### config.mk
export PLATFORM = sky130hd
export DESIGN_NAME = display_list_sequencer_flat
export DESIGN_NICKNAME = d
export VERILOG_FILES = /design/src/rtl/core/dls_pkg.sv /design/src/rtl/core/dls_ifs.sv /design/src/rtl/core/dls_step.sv /design/src/rtl/core/display_list_sequencer.sv /design/src/flat_wrapper.sv
export VERILOG_INCLUDE_DIRS = /design/src /design/src/rtl/core
export SDC_FILE = /design/constraint.sdc
export NUM_CORES = 1
export LEC_CHECK = 0
export BUFFER_PORTS_ARGS = -buffer_cell sky130_fd_sc_hd__buf_2
export CAP_MARGIN = 20
export CELL_PAD_IN_SITES_DETAIL_PLACEMENT = 0
export CELL_PAD_IN_SITES_GLOBAL_PLACEMENT = 1
export CORE_UTILIZATION = 48
export CTS_BUF_LIST = sky130_fd_sc_hd__clkbuf_16
export CTS_CLUSTER_DIAMETER = 100
export DETAILED_ROUTE_END_ITERATION = 6
export GPL_TIMING_DRIVEN = 1
export PLACE_DENSITY = 0.91
export SLEW_MARGIN = 20
export SYNTH_ARGS = -nofsm -noshare
export SYNTH_HDL_FRONTEND = slang
export SYNTH_SLANG_ARGS = --single-unit
### constraint.sdc
create_clock -name clk -period 6.3 [get_ports clk]
set_clock_uncertainty 0.15 [all_clocks]
set_input_delay 0.945 -clock clk [delete_from_list [all_inputs] [get_ports clk]]
set_output_delay 0.945 -clock clk [all_outputs]
set_load 0.05 [all_outputs]
### src/rtl/core/display_list_sequencer_macros.svh
// assertion macros for the display list sequencer
// no dependencies; included by the top level only
`ifndef DISPLAY_LIST_SEQUENCER_MACROS_SVH
`define DISPLAY_LIST_SEQUENCER_MACROS_SVH

`ifndef SYNTHESIS
// same-cycle implication under reset
`define DLS_ASSERT_NOW(label, clk, rst_n, ante, cons) \
    label: assert property (@(posedge clk) disable iff (!rst_n) (ante) |-> (cons)) \
        else $error("display list sequencer check failed");
// next-cycle implication under reset
`define DLS_ASSERT_NEXT(label, clk, rst_n, ante, cons) \
    label: assert property (@(posedge clk) disable iff (!rst_n) (ante) |=> (cons)) \
        else $error("display list sequencer check failed");
`else
`define DLS_ASSERT_NOW(label, clk, rst_n, ante, cons)
`define DLS_ASSERT_NEXT(label, clk, rst_n, ante, cons)
`endif

`endif

### src/rtl/core/dls_pkg.sv
// types, codes and helper functions for the display list sequencer
// no dependencies
package dls_pkg;

    localparam logic [2:0] OP_BEGIN_LINE  = 3'd0;
    localparam logic [2:0] OP_FINISH_LINE = 3'd1;
    localparam logic [2:0] OP_CYCLE_TICK  = 3'd2;
    localparam logic [2:0] OP_INSTR_BYTE  = 3'd3;
    localparam logic [2:0] OP_OPERAND     = 3'd4;
    localparam logic [2:0] OP_PTR_WRITE   = 3'd5;

    localparam logic [8:0] FIRST_LINE  = 9'd8;
    localparam logic [8:0] LAST_LINE   = 9'd247;
    localparam logic [8:0] VBLANK_LINE = 9'd248;

    localparam logic [6:0] CYC_LATCH_START = 7'd0;
    localparam logic [6:0] CYC_INSTR_FETCH = 7'd1;
    localparam logic [6:0] CYC_DLI_CHECK   = 7'd5;
    localparam logic [6:0] CYC_OPERAND_LO  = 7'd6;
    localparam logic [6:0] CYC_OPERAND_HI  = 7'd7;
    localparam logic [6:0] CYC_LATCH_END   = 7'd108;

    localparam logic [3:0] MODE_BLANK = 4'd0;
    localparam logic [3:0] MODE_JUMP  = 4'd1;

    typedef struct packed {
        logic [2:0]  opcode;
        logic [8:0]  scanline;
        logic [6:0]  machine_cycle;
        logic [3:0]  vscroll;
        logic        playfield_dma_on;
        logic        fetch_enabled;
        logic        missile_slot_on;
        logic        byte_index;
        logic [15:0] data;
    } dls_in_t;

    typedef struct packed {
        logic        dma_request;
        logic        dma_kind;
        logic        dma_byte;
        logic [15:0] fetch_address;
        logic        dli_fire;
        logic        clear_ring;
        logic        line_reset;
        logic        missile_snoop;
        logic [15:0] scan_address;
        logic [3:0]  current_row;
        logic        first_line;
    } dls_out_t;

    typedef struct packed {
        logic [7:0]  instr;
        logic [15:0] scan;
        logic [3:0]  row_count;
        logic [3:0]  last_row;
        logic        valid_flag;
        logic        need_fetch;
        logic        wait_vblank;
        logic        load_scan;
        logic        vs_active;
        logic        vs_ending;
        logic        first_line;
        logic [1:0]  operands_left;
        logic [15:0] line_addr;
        logic [3:0]  vs_start;
        logic [3:0]  vs_dli;
        logic [3:0]  vs_end;
        logic [15:0] list_pointer;
    } dls_state_t;

    localparam dls_state_t STATE_RESET = '{
        instr: 8'd0, scan: 16'd0, row_count: 4'd0, last_row: 4'd0,
        valid_flag: 1'b0, need_fetch: 1'b1, wait_vblank: 1'b0,
        load_scan: 1'b0, vs_active: 1'b0, vs_ending: 1'b0,
        first_line: 1'b0, operands_left: 2'd0, line_addr: 16'd0,
        vs_start: 4'd0, vs_dli: 4'd0, vs_end: 4'd0, list_pointer: 16'd0
    };

    // last row index of each mode line (height minus one)
    function automatic logic [3:0] mode_last_row(input logic [3:0] mode);
        logic [3:0] r;
        case (mode)
            4'd2:    r = 4'd7;
            4'd3:    r = 4'd9;
            4'd4:    r = 4'd7;
            4'd5:    r = 4'd15;
            4'd6:    r = 4'd7;
            4'd7:    r = 4'd15;
            4'd8:    r = 4'd7;
            4'd9:    r = 4'd3;
            4'd10:   r = 4'd3;
            4'd11:   r = 4'd1;
            4'd13:   r = 4'd1;
            default: r = 4'd0;
        endcase
        return r;
    endfunction

    // pointer advances within its 1 KB page
    function automatic logic [15:0] next_pointer(input logic [15:0] a);
        logic [9:0] low;
        low = a[9:0] + 10'd1;
        return {a[15:10], low};
    endfunction

    // decode of a freshly loaded instruction
    function automatic dls_state_t start_instr(input dls_state_t s);
        dls_state_t n;
        logic [3:0] mode;
        n = s;
        mode = s.instr[3:0];
        n.operands_left = 2'd0;
        n.line_addr = 16'd0;
        n.first_line = 1'b1;
        n.vs_active = (mode >= 4'd2) && s.instr[5];
        n.vs_ending = s.vs_active && !n.vs_active;
        n.row_count = (n.vs_active && !s.vs_active) ? s.vs_start : 4'd0;
        if (mode == MODE_BLANK)
        begin
            n.last_row = {1'b0, s.instr[6:4]};
        end
        else if (mode == MODE_JUMP)
        begin
            n.last_row = 4'd0;
            n.operands_left = 2'd2;
        end
        else
        begin
            n.last_row = mode_last_row(mode);
            n.load_scan = s.instr[6];
            n.operands_left = s.instr[6] ? 2'd2 : 2'd0;
            n.line_addr = s.scan;
        end
        return n;
    endfunction

endpackage

### src/rtl/core/dls_ifs.sv
// valid/ready channel interfaces for events and results
// depends on dls_pkg
interface dls_event_if import dls_pkg::*; ();
    logic    valid;
    logic    ready;
    dls_in_t payload;
    modport source (output valid, output payload, input ready);
    modport sink (input valid, input payload, output ready);
endinterface

interface dls_result_if import dls_pkg::*; ();
    logic     valid;
    logic     ready;
    dls_out_t payload;
    modport source (output valid, output payload, input ready);
    modport sink (input valid, input payload, output ready);
endinterface

### src/rtl/core/dls_step.sv
// next state and result for one event
// depends on dls_pkg
module dls_step import dls_pkg::*; (
    input  dls_state_t cur,
    input  dls_in_t    item,
    output dls_state_t nxt,
    output dls_out_t   result
);

    always_comb
    begin
        dls_state_t s;
        logic in_range;
        logic done;
        logic [3:0] mode;
        logic [3:0] last;
        logic req, kind, dbyte, dli, clr, lres, snoop;

        s = cur;
        in_range = (item.scanline >= FIRST_LINE) && (item.scanline <= LAST_LINE);
        done = 1'b0;
        mode = cur.instr[3:0];
        last = 4'd0;
        req = 1'b0; kind = 1'b0; dbyte = 1'b0;
        dli = 1'b0; clr = 1'b0; lres = 1'b0; snoop = 1'b0;

        case (item.opcode)
            OP_BEGIN_LINE:
            begin
                if (item.scanline == VBLANK_LINE)
                begin
                    s.instr[6] = 1'b0;
                    clr = 1'b1;
                end
                if (item.scanline == FIRST_LINE && s.wait_vblank)
                begin
                    s.wait_vblank = 1'b0;
                    s.need_fetch = 1'b1;
                end
                lres = 1'b1;
            end
            OP_FINISH_LINE:
            begin
                if (in_range && s.valid_flag)
                begin
                    if (s.wait_vblank)
                    begin
                        if (s.vs_ending && s.row_count != s.last_row)
                        begin
                            s.row_count = s.row_count + 4'd1;
                            s.first_line = 1'b0;
                        end
                        else
                        begin
                            s.row_count = 4'd0;
                            s.last_row = 4'd0;
                            s.vs_ending = 1'b0;
                            s.first_line = 1'b1;
                        end
                    end
                    else if (s.row_count == s.last_row)
                    begin
                        s.need_fetch = 1'b1;
                        s.row_count = 4'd0;
                    end
                    else
                    begin
                        s.row_count = s.row_count + 4'd1;
                        s.first_line = 1'b0;
                    end
                end
            end
            OP_CYCLE_TICK:
            begin
                if (item.machine_cycle == CYC_LATCH_START)
                begin
                    s.vs_start = item.vscroll;
                    // reload jump operands when a scroll region ends on a jump
                    if (!s.need_fetch && !s.wait_vblank && s.vs_ending
                        && mode == MODE_JUMP && !s.instr[6] && s.row_count != 4'd0)
                    begin
                        s.operands_left = 2'd2;
                        s.line_addr = 16'd0;
                    end
                end
                if (item.machine_cycle == CYC_DLI_CHECK)
                begin
                    s.vs_dli = item.vscroll;
                    if (in_range && s.valid_flag && !s.need_fetch && s.instr[7])
                    begin
                        last = s.vs_ending ? s.vs_dli : s.last_row;
                        if (s.row_count == last)
                            dli = 1'b1;
                    end
                end
                if (item.machine_cycle == CYC_LATCH_END)
                begin
                    s.vs_end = item.vscroll;
                    if (s.vs_ending)
                        s.last_row = item.vscroll;
                end
                if (in_range && !s.wait_vblank)
                begin
                    if (item.machine_cycle == CYC_INSTR_FETCH && s.need_fetch)
                    begin
                        if (item.fetch_enabled)
                        begin
                            req = 1'b1;
                            done = 1'b1;
                        end
                        else if (s.valid_flag)
                        begin
                            s.need_fetch = 1'b0;
                            clr = (s.instr[3:0] < 4'd2);
                            s = start_instr(s);
                        end
                    end
                    if (!done && item.playfield_dma_on && s.operands_left != 2'd0
                        && (item.machine_cycle == CYC_OPERAND_LO
                            || item.machine_cycle == CYC_OPERAND_HI))
                    begin
                        req = 1'b1;
                        kind = 1'b1;
                        dbyte = (item.machine_cycle == CYC_OPERAND_HI);
                    end
                end
            end
            OP_INSTR_BYTE:
            begin
                s.instr = item.data[7:0];
                snoop = !item.missile_slot_on;
                s.list_pointer = next_pointer(s.list_pointer);
                s.valid_flag = 1'b1;
                s.need_fetch = 1'b0;
                clr = (item.data[3:0] < 4'd2);
                s = start_instr(s);
            end
            OP_OPERAND:
            begin
                s.list_pointer = next_pointer(s.list_pointer);
                if (item.byte_index)
                    s.line_addr = {item.data[7:0], s.line_addr[7:0]};
                else
                    s.line_addr = {s.line_addr[15:8], item.data[7:0]};
                s.operands_left = s.operands_left - 2'd1;
                if (s.operands_left == 2'd0)
                begin
                    if (mode == MODE_JUMP)
                    begin
                        s.list_pointer = s.line_addr;
                        if (s.instr[6])
                            s.wait_vblank = 1'b1;
                    end
                    else
                    begin
                        s.scan = s.line_addr;
                    end
                end
            end
            OP_PTR_WRITE:
            begin
                s.list_pointer = item.data;
            end
            default:
            begin
                s = cur;
            end
        endcase

        nxt = s;
        result.dma_request   = req;
        result.dma_kind      = kind;
        result.dma_byte      = dbyte;
        result.fetch_address = s.list_pointer;
        result.dli_fire      = dli;
        result.clear_ring    = clr;
        result.line_reset    = lres;
        result.missile_snoop = snoop;
        result.scan_address  = s.scan;
        result.current_row   = s.row_count;
        result.first_line    = s.first_line;
    end

endmodule

### src/rtl/core/display_list_sequencer.sv
// display list sequencer top level: input register, step logic, result register
// depends on dls_pkg, dls_ifs, dls_step and display_list_sequencer_macros.svh
//
//  channel  | dir | handshake     | payload
//  evt      | in  | valid / ready | dls_in_t: opcode, scan position, scroll, enables, data
//  res      | out | valid / ready | dls_out_t: dma request, strobes, addresses, row
//
// one event per clock sustained while res.ready holds; an event passes through the input register
// and then the result register before res.valid rises
// the state register updates as an event leaves the input register for the result register
// rst_n clears the sequencer state and both valid flags
// a stalled result holds the input register, which in turn drops evt.ready
`include "display_list_sequencer_macros.svh"

module display_list_sequencer import dls_pkg::*; (
    input  logic               clk,
    input  logic               rst_n,
    dls_event_if.sink          evt,
    dls_result_if.source       res
);

    logic       s1_valid_reg;
    dls_in_t    s1_item_reg;
    logic       out_valid_reg;
    dls_out_t   out_item_reg;
    dls_state_t state_reg;
    dls_state_t state_next;
    dls_out_t   result_next;
    logic       s1_adv;

    assign s1_adv    = s1_valid_reg && (!out_valid_reg || res.ready);
    assign evt.ready = !s1_valid_reg || s1_adv;

    dls_step u_step (
        .cur    (state_reg),
        .item   (s1_item_reg),
        .nxt    (state_next),
        .result (result_next)
    );

    always_ff @(posedge clk or negedge rst_n)
    begin
        if (!rst_n)
        begin
            s1_valid_reg  <= 1'b0;
            out_valid_reg <= 1'b0;
            state_reg     <= STATE_RESET;
        end
        else
        begin
            if (evt.ready)
                s1_valid_reg <= evt.valid;
            if (s1_adv)
            begin
                out_valid_reg <= 1'b1;
                state_reg     <= state_next;
            end
            else if (res.ready)
            begin
                out_valid_reg <= 1'b0;
            end
        end
    end

    always_ff @(posedge clk)
    begin
        if (evt.valid && evt.ready)
            s1_item_reg <= evt.payload;
        if (s1_adv)
            out_item_reg <= result_next;
    end

    assign res.valid   = out_valid_reg;
    assign res.payload = out_item_reg;

    // an accepted event finds room in the input register
    `DLS_ASSERT_NOW(a_room_on_transfer, clk, rst_n, evt.valid && evt.ready, !s1_valid_reg || s1_adv)
    // a blocked input register keeps its event and the sequencer state
    `DLS_ASSERT_NEXT(a_hold_when_blocked, clk, rst_n, s1_valid_reg && !s1_adv, s1_valid_reg && $stable(s1_item_reg) && $stable(state_reg))
    // an instruction byte leaves the list valid and the fetch satisfied
    `DLS_ASSERT_NEXT(a_instr_loads, clk, rst_n, s1_adv && s1_item_reg.opcode == OP_INSTR_BYTE, state_reg.valid_flag && !state_reg.need_fetch && state_reg.first_line)

endmodule
### src/flat_wrapper.sv
// flat-port wrapper written by rule: the top's interface ports become plain ports
module display_list_sequencer_flat import dls_pkg::*;
  (clk, rst_n, evt_valid, evt_payload, evt_ready, res_valid, res_payload, res_ready);
  dls_event_if evt_i ();
  dls_result_if res_i ();
  input  logic clk;
  input  logic rst_n;
  input wire logic [$bits(evt_i.valid)-1:0] evt_valid;
  input wire logic [$bits(evt_i.payload)-1:0] evt_payload;
  output wire logic [$bits(evt_i.ready)-1:0] evt_ready;
  output wire logic [$bits(res_i.valid)-1:0] res_valid;
  output wire logic [$bits(res_i.payload)-1:0] res_payload;
  input wire logic [$bits(res_i.ready)-1:0] res_ready;
  assign evt_i.valid = evt_valid;
  assign evt_i.payload = evt_payload;
  assign evt_ready = evt_i.ready;
  assign res_valid = res_i.valid;
  assign res_payload = res_i.payload;
  assign res_i.ready = res_ready;
  display_list_sequencer u_core (.clk(clk), .rst_n(rst_n), .evt(evt_i), .res(res_i));
endmodule
==> flow_summary.toml, run 1 <==
[synth]
synth.largest_area_cell = "edfxtp_1"
syn_nets = 770
synth_edf_count = 87
ys_top_cells_by_area = "edfxtp_1, dfrtp_1, mux2_2, nand2_1, a21oi_1"
yosys_warnings = 0
syn_inst = 719
async_flop_share_pct = 46.2
synth_seq_cells = 169
synthTopCellsByCount = "edfxtp_1, nand2_1, dfrtp_1, mux2_2, a21oi_1"
ys_seq_area_share_pct = 55.9
yosysTopAreaCellShare_pct = 31.4
syn-cell-area_um2 = 8310
synthFlopType = "edfxtp_1"
avgSynthCellArea_um2 = 11.6
synth.distinct_cells = 79
synth_most_common_cell = "edfxtp_1"

[floorplan]
dieArea_um2 = 17800
rows = 47
die_h_um = 134
io_pins = 93
core_um2 = 16800
initial_core_util_pct = 49.6
die_w_um = 134

[detailed_routing]
avgRoutedWirePerCell_um = 19.8
drt_pre_antenna_iters = 5
antenna_left = 0
via_count = 6200
drt_iter0_markers = 785
wirelength_um = 20400
vias_per_cell = 6.03
drc = 0

[sta]
max_freq_mhz = 277
slew_headroom_pct = 34.6
rsz0062_at_grt = "no"
post-route-period-util_pct = 57.2
tightest_slew_ns = 0.978
hold_violations = 0
setup_viol = 0
setup_tns_ns = 0
drv_slew = 0
min_period_ns = 3.60

[placed_design]
place_congestion = 0.897
dpl.hpwl_um = 13800
post-place-cells = 997
placed_cell_area_um2 = 8900
io_buffers = 92

[final_layout]
syn_to_final_growth_pct = 13.1
fin_util_pct = 56.1
final_net_count = 847
antenna_cells = 0
drive_gt1_share_pct = 22.9
fin_cells = 1029
fin_area_um2 = 9400
largest_reg_flops = 76

[cts]
clk_pin_slew_worst_paths_ns = 0.06
hold_buffers = 0
numCtsBuffers = 17
cts_buffer_depth = 2
tritoncts = "done"
root_buffer = "clkbuf_16"
h-tree-depth = 4
cts-resized-gates = 0
clock-sinks = 169
post_cts_buffers = 0
clkLatencyLatePin_ns = 0.44

[power]
p_per_area_nw_per_um2 = 359
total_power_mw = 3.38
cellLeakagePower_nw = 3.81
ir_worst_vdd_v = 0.000237

[worst_setup_path]
critPathMaxFanout = 24
worstSetupEndpointType = "flop"
required_ns = 6.47
slowest_delay_ns = 0.88
worstPathCellList = "nor3_4 > nand3_1 > mux2_1 > mux2_2"
cpMaxStageDelayCell = "nand3_1"
worstReg2RegEnd = "u_core.state_reg[72]"
critPathLaunchType = "flop"
r2r_setup_slack_ns = 2.70
reg2regPathDepth = 4
reg2reg_from = "u_core.s1_item_reg[40]"
worstSetupPathType = "reg2reg"
path_delay_family = "simple AND/OR/NAND/NOR gates"
crit_arrival_ns = 3.77
critPathBufInv = 0

[global_routing]
grt_pass1_vias = 6027
grt_pass1_wl_um = 32700
antenna_found_initial = 0
grt_usage_pct = 24.0
grt-ovfl-total = 0
grt_max_degree = 66

[run_status]
status = "finished clean"

[run]
max-cap-violations = 0

[min_path]
min_path_type = "in2async"
[worst register-to-register path, delay by kind of cell (launching register included)]
| kind | cells | cell delay, ns |
|---|---|---|
| muxes | 2 | 0.89 |
| and+or+nand+nor | 2 | 1.72 |
| DFF | 1 | 0.73 |
[worst max-delay path by stage]
stage / to / slack [ns] / startpoint / cells past startpoint
finish: u_core.state_reg[72] / 2.70 / u_core.s1_item_reg[40] / 4
detailed placement: u_core.state_reg[54] / 2.62 / res_ready / 8
global placement: u_core.state_reg[54] / 2.68 / res_ready / 8
CTS: u_core.state_reg[64] / 2.69 / u_core.s1_item_reg[40] / 4
global route: u_core.state_reg[64] / 2.48 / u_core.s1_item_reg[40] / 4
floorplan: u_core.state_reg[83] / 2.54 / res_ready / 7
[layout make-up]
class,instances,area (um^2)
Fill cell,1423,7360
Sequential cell,169,4650
Multi-Input combinational cell,498,3440
Tap cell,220,275
Clock buffer,17,425
Inverter,15,57.6
Timing Repair Buffer,95,485
Clock inverter,15,75.1
[layer usage]
layer / share of wire [%] / track usage, %
met4: 2.6 / 10.0
met1: 45 / 33.9
met2: 45 / 36.7
met5: 0 / 0
met3: 7.2 / 4.34
[cells by family (layout without fill, tap and decap cells)]
kind of cell	Yosys count	in the layout	share of synthesized area, %
AND/OR/NAND/NOR	211	211	13.4
flip-flops	169	169	55.9
AO/OA/AOI/OAI	184	184	14.8
adder cells (fa/ha/maj)	4	4	0.602
XOR/XNOR	18	18	1.90
multiplexers	81	81	10.7
buffers and inverters	52	142	2.74
[layout by cell type, fill, tap and decap left out, types with 7 or more instances in the layout]
master     Yosys  routed
edfxtp_1      87      87
nor3_1        12      12
clkbuf_16      0      17
nand3_1       14      14
nand2b_1       7       7
buf_2          8      91
dfrtp_1       77      77
inv_1         14      17
mux2_1        15      15
mux2i_1       20      20
a21oi_1       41      41
o21ai_1       38      38
xor2_1        10      10
mux2_2        46      46
a31oi_1        7       7
and3_1         9       9
xnor2_1        8       8
nand2_1       82      82
nor2_1        33      33
a22oi_1       25      25
o21ai_0       19      19
[per-stage QoR]
step | worst slack (ns) | hold slack, ns
after global routing | 2.48 | 0.220
after floorplan | 2.54 | 0.296
final | 2.70 | 0.210
after global placement | 2.68 | 0.309
after detailed placement | 2.62 | 0.319
after CTS | 2.69 | 0.210
[power breakdown]
group	switching [mW]	internal, mW	total (mW)
combinational	0.514	0.329	0.843
clock	0.423	0.489	0.912
sequential	0.211	1.41	1.62
total	1.15	2.23	3.38
No activity file was read; power rests on OpenSTA's default activity.
==> run 2, diff against run 1 <==
- CORE_UTILIZATION: 48 -> 47
- PLACE_DENSITY: 0.91 -> 0.9
- clock period: 6.3 -> 3.5 ns (I/O delays scaled with it)
==> run 2 against run 1 <==
Net effect: the run now ends with negative hold slack left; flip-flop and latch count unchanged; first-iteration DRC count decreased by 19%; count of clock-buffer cells in the layout unchanged; critical endpoint is now u_core.state_reg[57]; largest power group unchanged; via count grew 0.23%; highest routed layer unchanged; die area rose by 2.1%; power grew 85%; utilization is 0.94 points lower; final area grew 1.5%; maximum frequency increased by 21%; routed wire length decreased by 0.49%; clock power grew 95%; combinational power rose by 84%.
==> flow_summary.toml, run 2 (synthesized netlist as in run 1, its figures left out) <==
[power]
p_per_area_nw_per_um2 = 655
cellLeakagePower_nw = 3.87
total_power_mw = 6.25
ir_worst_vdd_v = 0.000369

[final_layout]
antenna_cells = 0
layout_common_cells = "buf_2, edfxtp_1, nand2_1"
fillCellCount = 1493
syn_to_final_growth_pct = 14.8
largest_reg_flops = 76
layout_commonest_cell = "buf_2"
drive_gt1_share_pct = 24.5
final_net_count = 857

[cts]
clock-sinks = 169
tritoncts = "done"
clkLatencyLatePin_ns = 0.44
cts_buffer_depth = 2
post_cts_buffers = 0
h-tree-depth = 4
numCtsBuffers = 17
root_buffer = "clkbuf_16"
clk_pin_slew_worst_paths_ns = 0.07
hold_buffers = 0
cts-resized-gates = 0

[worst_setup_path]
reg2regPathDepth = 7
required_ns = 3.72
worstReg2RegEnd = "u_core.state_reg[57]"
worstSetupEndpointType = "flop"
critPathMaxFanout = 24
crit_arrival_ns = 3.20
critPathLaunchType = "flop"
worstSetupPathType = "reg2reg"
r2r_setup_slack_ns = 0.52
reg2reg_from = "u_core.s1_item_reg[40]"

[sta]
rsz0062_at_grt = "no"
max_freq_mhz = 336
layout_setup_ws_ns = 0.520
slew_headroom_pct = 34.4
hold_violations = 8
tightest_slew_ns = 0.983
setup_tns_ns = 0
setup_viol = 0
hold_ws_ns = -0.00743
min_period_ns = 2.98
post-route-period-util_pct = 85.1
drv_slew = 0

[min_path]
min_path_type = "in2async"

[run_status]
violations = "negative hold slack"
status = "finished, violations left"

[placed_design]
place_congestion = 0.905
place_ws_ns = 0.627
dpl.hpwl_um = 13800
io_buffers = 92

[detailed_routing]
drc = 0
drt_iter0_markers = 633
antenna_left = 0
via_count = 6214
wirelength_um = 20300
drt_pre_antenna_iters = 5
vias_per_cell = 5.95
avgRoutedWirePerCell_um = 19.4

[floorplan]
die_h_um = 135
rows = 48
io_pins = 93
core_um2 = 17300
initial_core_util_pct = 48.1
dieArea_um2 = 18200
die_w_um = 135

[global_routing]
grt-ovfl-total = 0
grt_pass1_vias = 5707
grt_max_degree = 79
antenna_found_initial = 0
grt_pass1_wl_um = 31700
grt_usage_pct = 23.2

[run]
max-cap-violations = 0
==> run 2: changes by cell type in the layout (fill, tap and decap cells not counted), moves of 2 or more <==
cell      before  now
buf_4          4   13
inv_1         17   13
clkinv_4       0    3
clkinv_1       4    2
==> run 2: critical path, cell delays in order (launching register included) <==
cell and delay (ns):
edfxtp_1 0.87, nand3b_1 0.28, buf_4 0.27, nor4b_1 0.69
and2_1 0.23, a31oi_1 0.06, a22oi_1 0.22, o21a_1 0.15
==> run 2: per-stage QoR <==
stage          utilization (%)  cells  cell area [um^2]
6_report                  55.2   1044              9540
5_1_grt                   55.2   1044              9540
4_1_cts                   55.2   1044              9540
3_5_place_dp              51.9   1012              8980
3_3_place_gp              51.9   1012              8980
2_1_floorplan                -    719              8310
==> run 2: worst max-delay path by stage <==
stage / cells past startpoint / slack, ns / from / endpoint
final: 7 / 0.52 / u_core.s1_item_reg[40] / u_core.state_reg[57]
after global placement: 7 / 0.73 / u_core.s1_item_reg[40] / u_core.state_reg[57]
after floorplan: 7 / 0.07 / u_core.res.valid / u_core.state_reg[83]
after global routing: 7 / 0.34 / u_core.s1_item_reg[40] / u_core.state_reg[57]
after CTS: 7 / 0.59 / u_core.s1_item_reg[40] / u_core.state_reg[57]
after detailed placement: 7 / 0.63 / u_core.s1_item_reg[40] / u_core.state_reg[57]
==> run 2: routing by layer <==
metal  vias to the layer above  global-route usage (%)  share of wire, %  routed length (um)
met5                         -                       0                 0                   0
met4                         0                    6.99               1.5                 295
met3                        23                    6.38               7.4                1510
met2                       263                    34.0                46                9280
met1                      3049                    33.5                45                9210
li1                       2879                       -                 -                   -
==> run 2: layout make-up <==
cell class,count,area [um^2],share of cell area [%]
clock inverters,15,129,1.35
clock buffers,17,425,4.46
repair buffers,105,564,5.91
inverters,15,57.6,0.603
well taps,225,282,2.95
multi-input cells,498,3440,36.0
flip-flops and latches,169,4650,48.7
==> run 2: where the power goes <==
group / switching (mW) / leakage (nW) / internal, mW
logic: 0.946 / 1.74 / 0.602
registers: 0.374 / 1.87 / 2.54
clock network: 0.804 / 0.268 / 0.979
total: 2.12 / 3.87 / 4.12
==> run 3, diff against run 2 <==
- CORE_ASPECT_RATIO: not set -> 0.5
==> run 3 against run 2 <==
Net effect: the run still ends with negative hold slack left; utilization rose by 1.7 points; final cell count grew 0.38%; sequential power barely moved.
==> flow_summary.toml, run 3 (synthesized netlist as in run 1, its figures left out) <==
[sta]
layout_setup_ws_ns = 0.486
drv_slew = 0
min_period_ns = 3.01
hold_ws_ns = -0.00967
slew_headroom_pct = 24.5
tightest_slew_ns = 1.12
post-route-period-util_pct = 86.1
rsz0062_at_grt = "no"
max_freq_mhz = 332
setup_viol = 0
setup_tns_ns = 0
hold_violations = 4

[detailed_routing]
via_count = 6301
drc = 0
wirelength_um = 21600
drt_iter0_markers = 604
vias_per_cell = 6.01
avgRoutedWirePerCell_um = 20.6
drt_pre_antenna_iters = 5
antenna_left = 0

[floorplan]
initial_core_util_pct = 49.3
dieArea_um2 = 18300
die_w_um = 190
die_h_um = 96.0
core_um2 = 16800
io_pins = 93
rows = 33

[cts]
root_buffer = "clkbuf_16"
clk_pin_slew_worst_paths_ns = 0.08
clkLatencyLatePin_ns = 0.44
tritoncts = "done"
hold_buffers = 0
cts_buffer_depth = 2
post_cts_buffers = 0
cts-resized-gates = 0
numCtsBuffers = 17
h-tree-depth = 4
clock-sinks = 169

[global_routing]
grt_usage_pct = 24.4
grt-ovfl-total = 0
grt_pass1_wl_um = 33000
grt_max_degree = 79
grt_pass1_vias = 5753
antenna_found_initial = 0

[placed_design]
placed_cell_area_um2 = 9000
place_congestion = 0.895
post-place-cells = 1016
io_buffers = 92
dpl.hpwl_um = 14700
place_ws_ns = 0.670

[worst_setup_path]
worstSetupEndpointType = "flop"
required_ns = 3.71
critPathMaxFanout = 15
r2r_setup_slack_ns = 0.49
crit_arrival_ns = 3.23
critPathLaunchType = "flop"
worstSetupPathType = "reg2reg"
slowest_delay_ns = 1.00
worstReg2RegEnd = "u_core.state_reg[57]"
worstPathCellList = "buf_4 > nand3b_1 > nor4b_1 > and2_1 > a31oi_1 > a22oi_1 > o21a_1"
reg2regPathDepth = 7
cpMaxStageDelayCell = "nor4b_1"
reg2reg_from = "u_core.s1_item_reg[40]"

[run_status]
violations = "negative hold slack"
status = "finished, violations left"

[power]
ir_worst_vdd_v = 0.000367
total_power_mw = 6.33
p_per_area_nw_per_um2 = 660
cellLeakagePower_nw = 3.90

[final_layout]
fin_util_pct = 56.9
drive_gt1_share_pct = 25.0
antenna_cells = 0
largest_reg_flops = 76
layout_commonest_cell = "buf_2"
fin_cells = 1048
layout_common_cells = "buf_2, edfxtp_1, nand2_1"
final_net_count = 859
fin_area_um2 = 9590
syn_to_final_growth_pct = 15.4

[min_path]
min_path_type = "in2async"

[run]
max-cap-violations = 0
## run 3: critical path: cells and delay by family, from the launching register on
kind / cells / cell delay, ns
compound gates: 3 / 0.46
simple gates: 3 / 1.48
flops: 1 / 0.56
buf+inv: 1 / 0.29
## run 3: worst max path at each step
stage / depth (start not counted) / endpoint / from / slack [ns]
floorplan: 7 / u_core.state_reg[83] / u_core.res.valid / 0.07
global placement: 7 / u_core.state_reg[57] / u_core.s1_item_reg[40] / 0.73
detailed placement: 7 / u_core.state_reg[57] / u_core.s1_item_reg[40] / 0.67
CTS: 7 / u_core.state_reg[57] / u_core.s1_item_reg[40] / 0.63
global route: 7 / u_core.state_reg[57] / u_core.s1_item_reg[40] / 0.35
finish: 7 / u_core.state_reg[57] / u_core.s1_item_reg[40] / 0.49
## run 3: per-layer routing
layer / routed length (um) / vias up / track usage (%)
met5: 0 / - / 0
met4: 372 / 0 / 7.26
met3: 1120 / 25 / 4.78
met2: 9630 / 218 / 37.5
met1: 10500 / 3172 / 35.2
li1: - / 2886 / -
## run 3: cell type report
type	count	area [um^2]
timing repair buffer	107	579
sequential	169	4650
multi-input combinational	498	3440
clock buffer	17	425
tap	227	284
fill	1433	7260
clock inverter	15	158
inverter	15	57.6
## run 3: power by group
| group | switching, mW | leakage [nW] | internal, mW |
|---|---|---|---|
| clock | 0.904 | 0.282 | 0.952 |
| sequential | 0.367 | 1.87 | 2.54 |
| combinational | 0.962 | 1.75 | 0.604 |
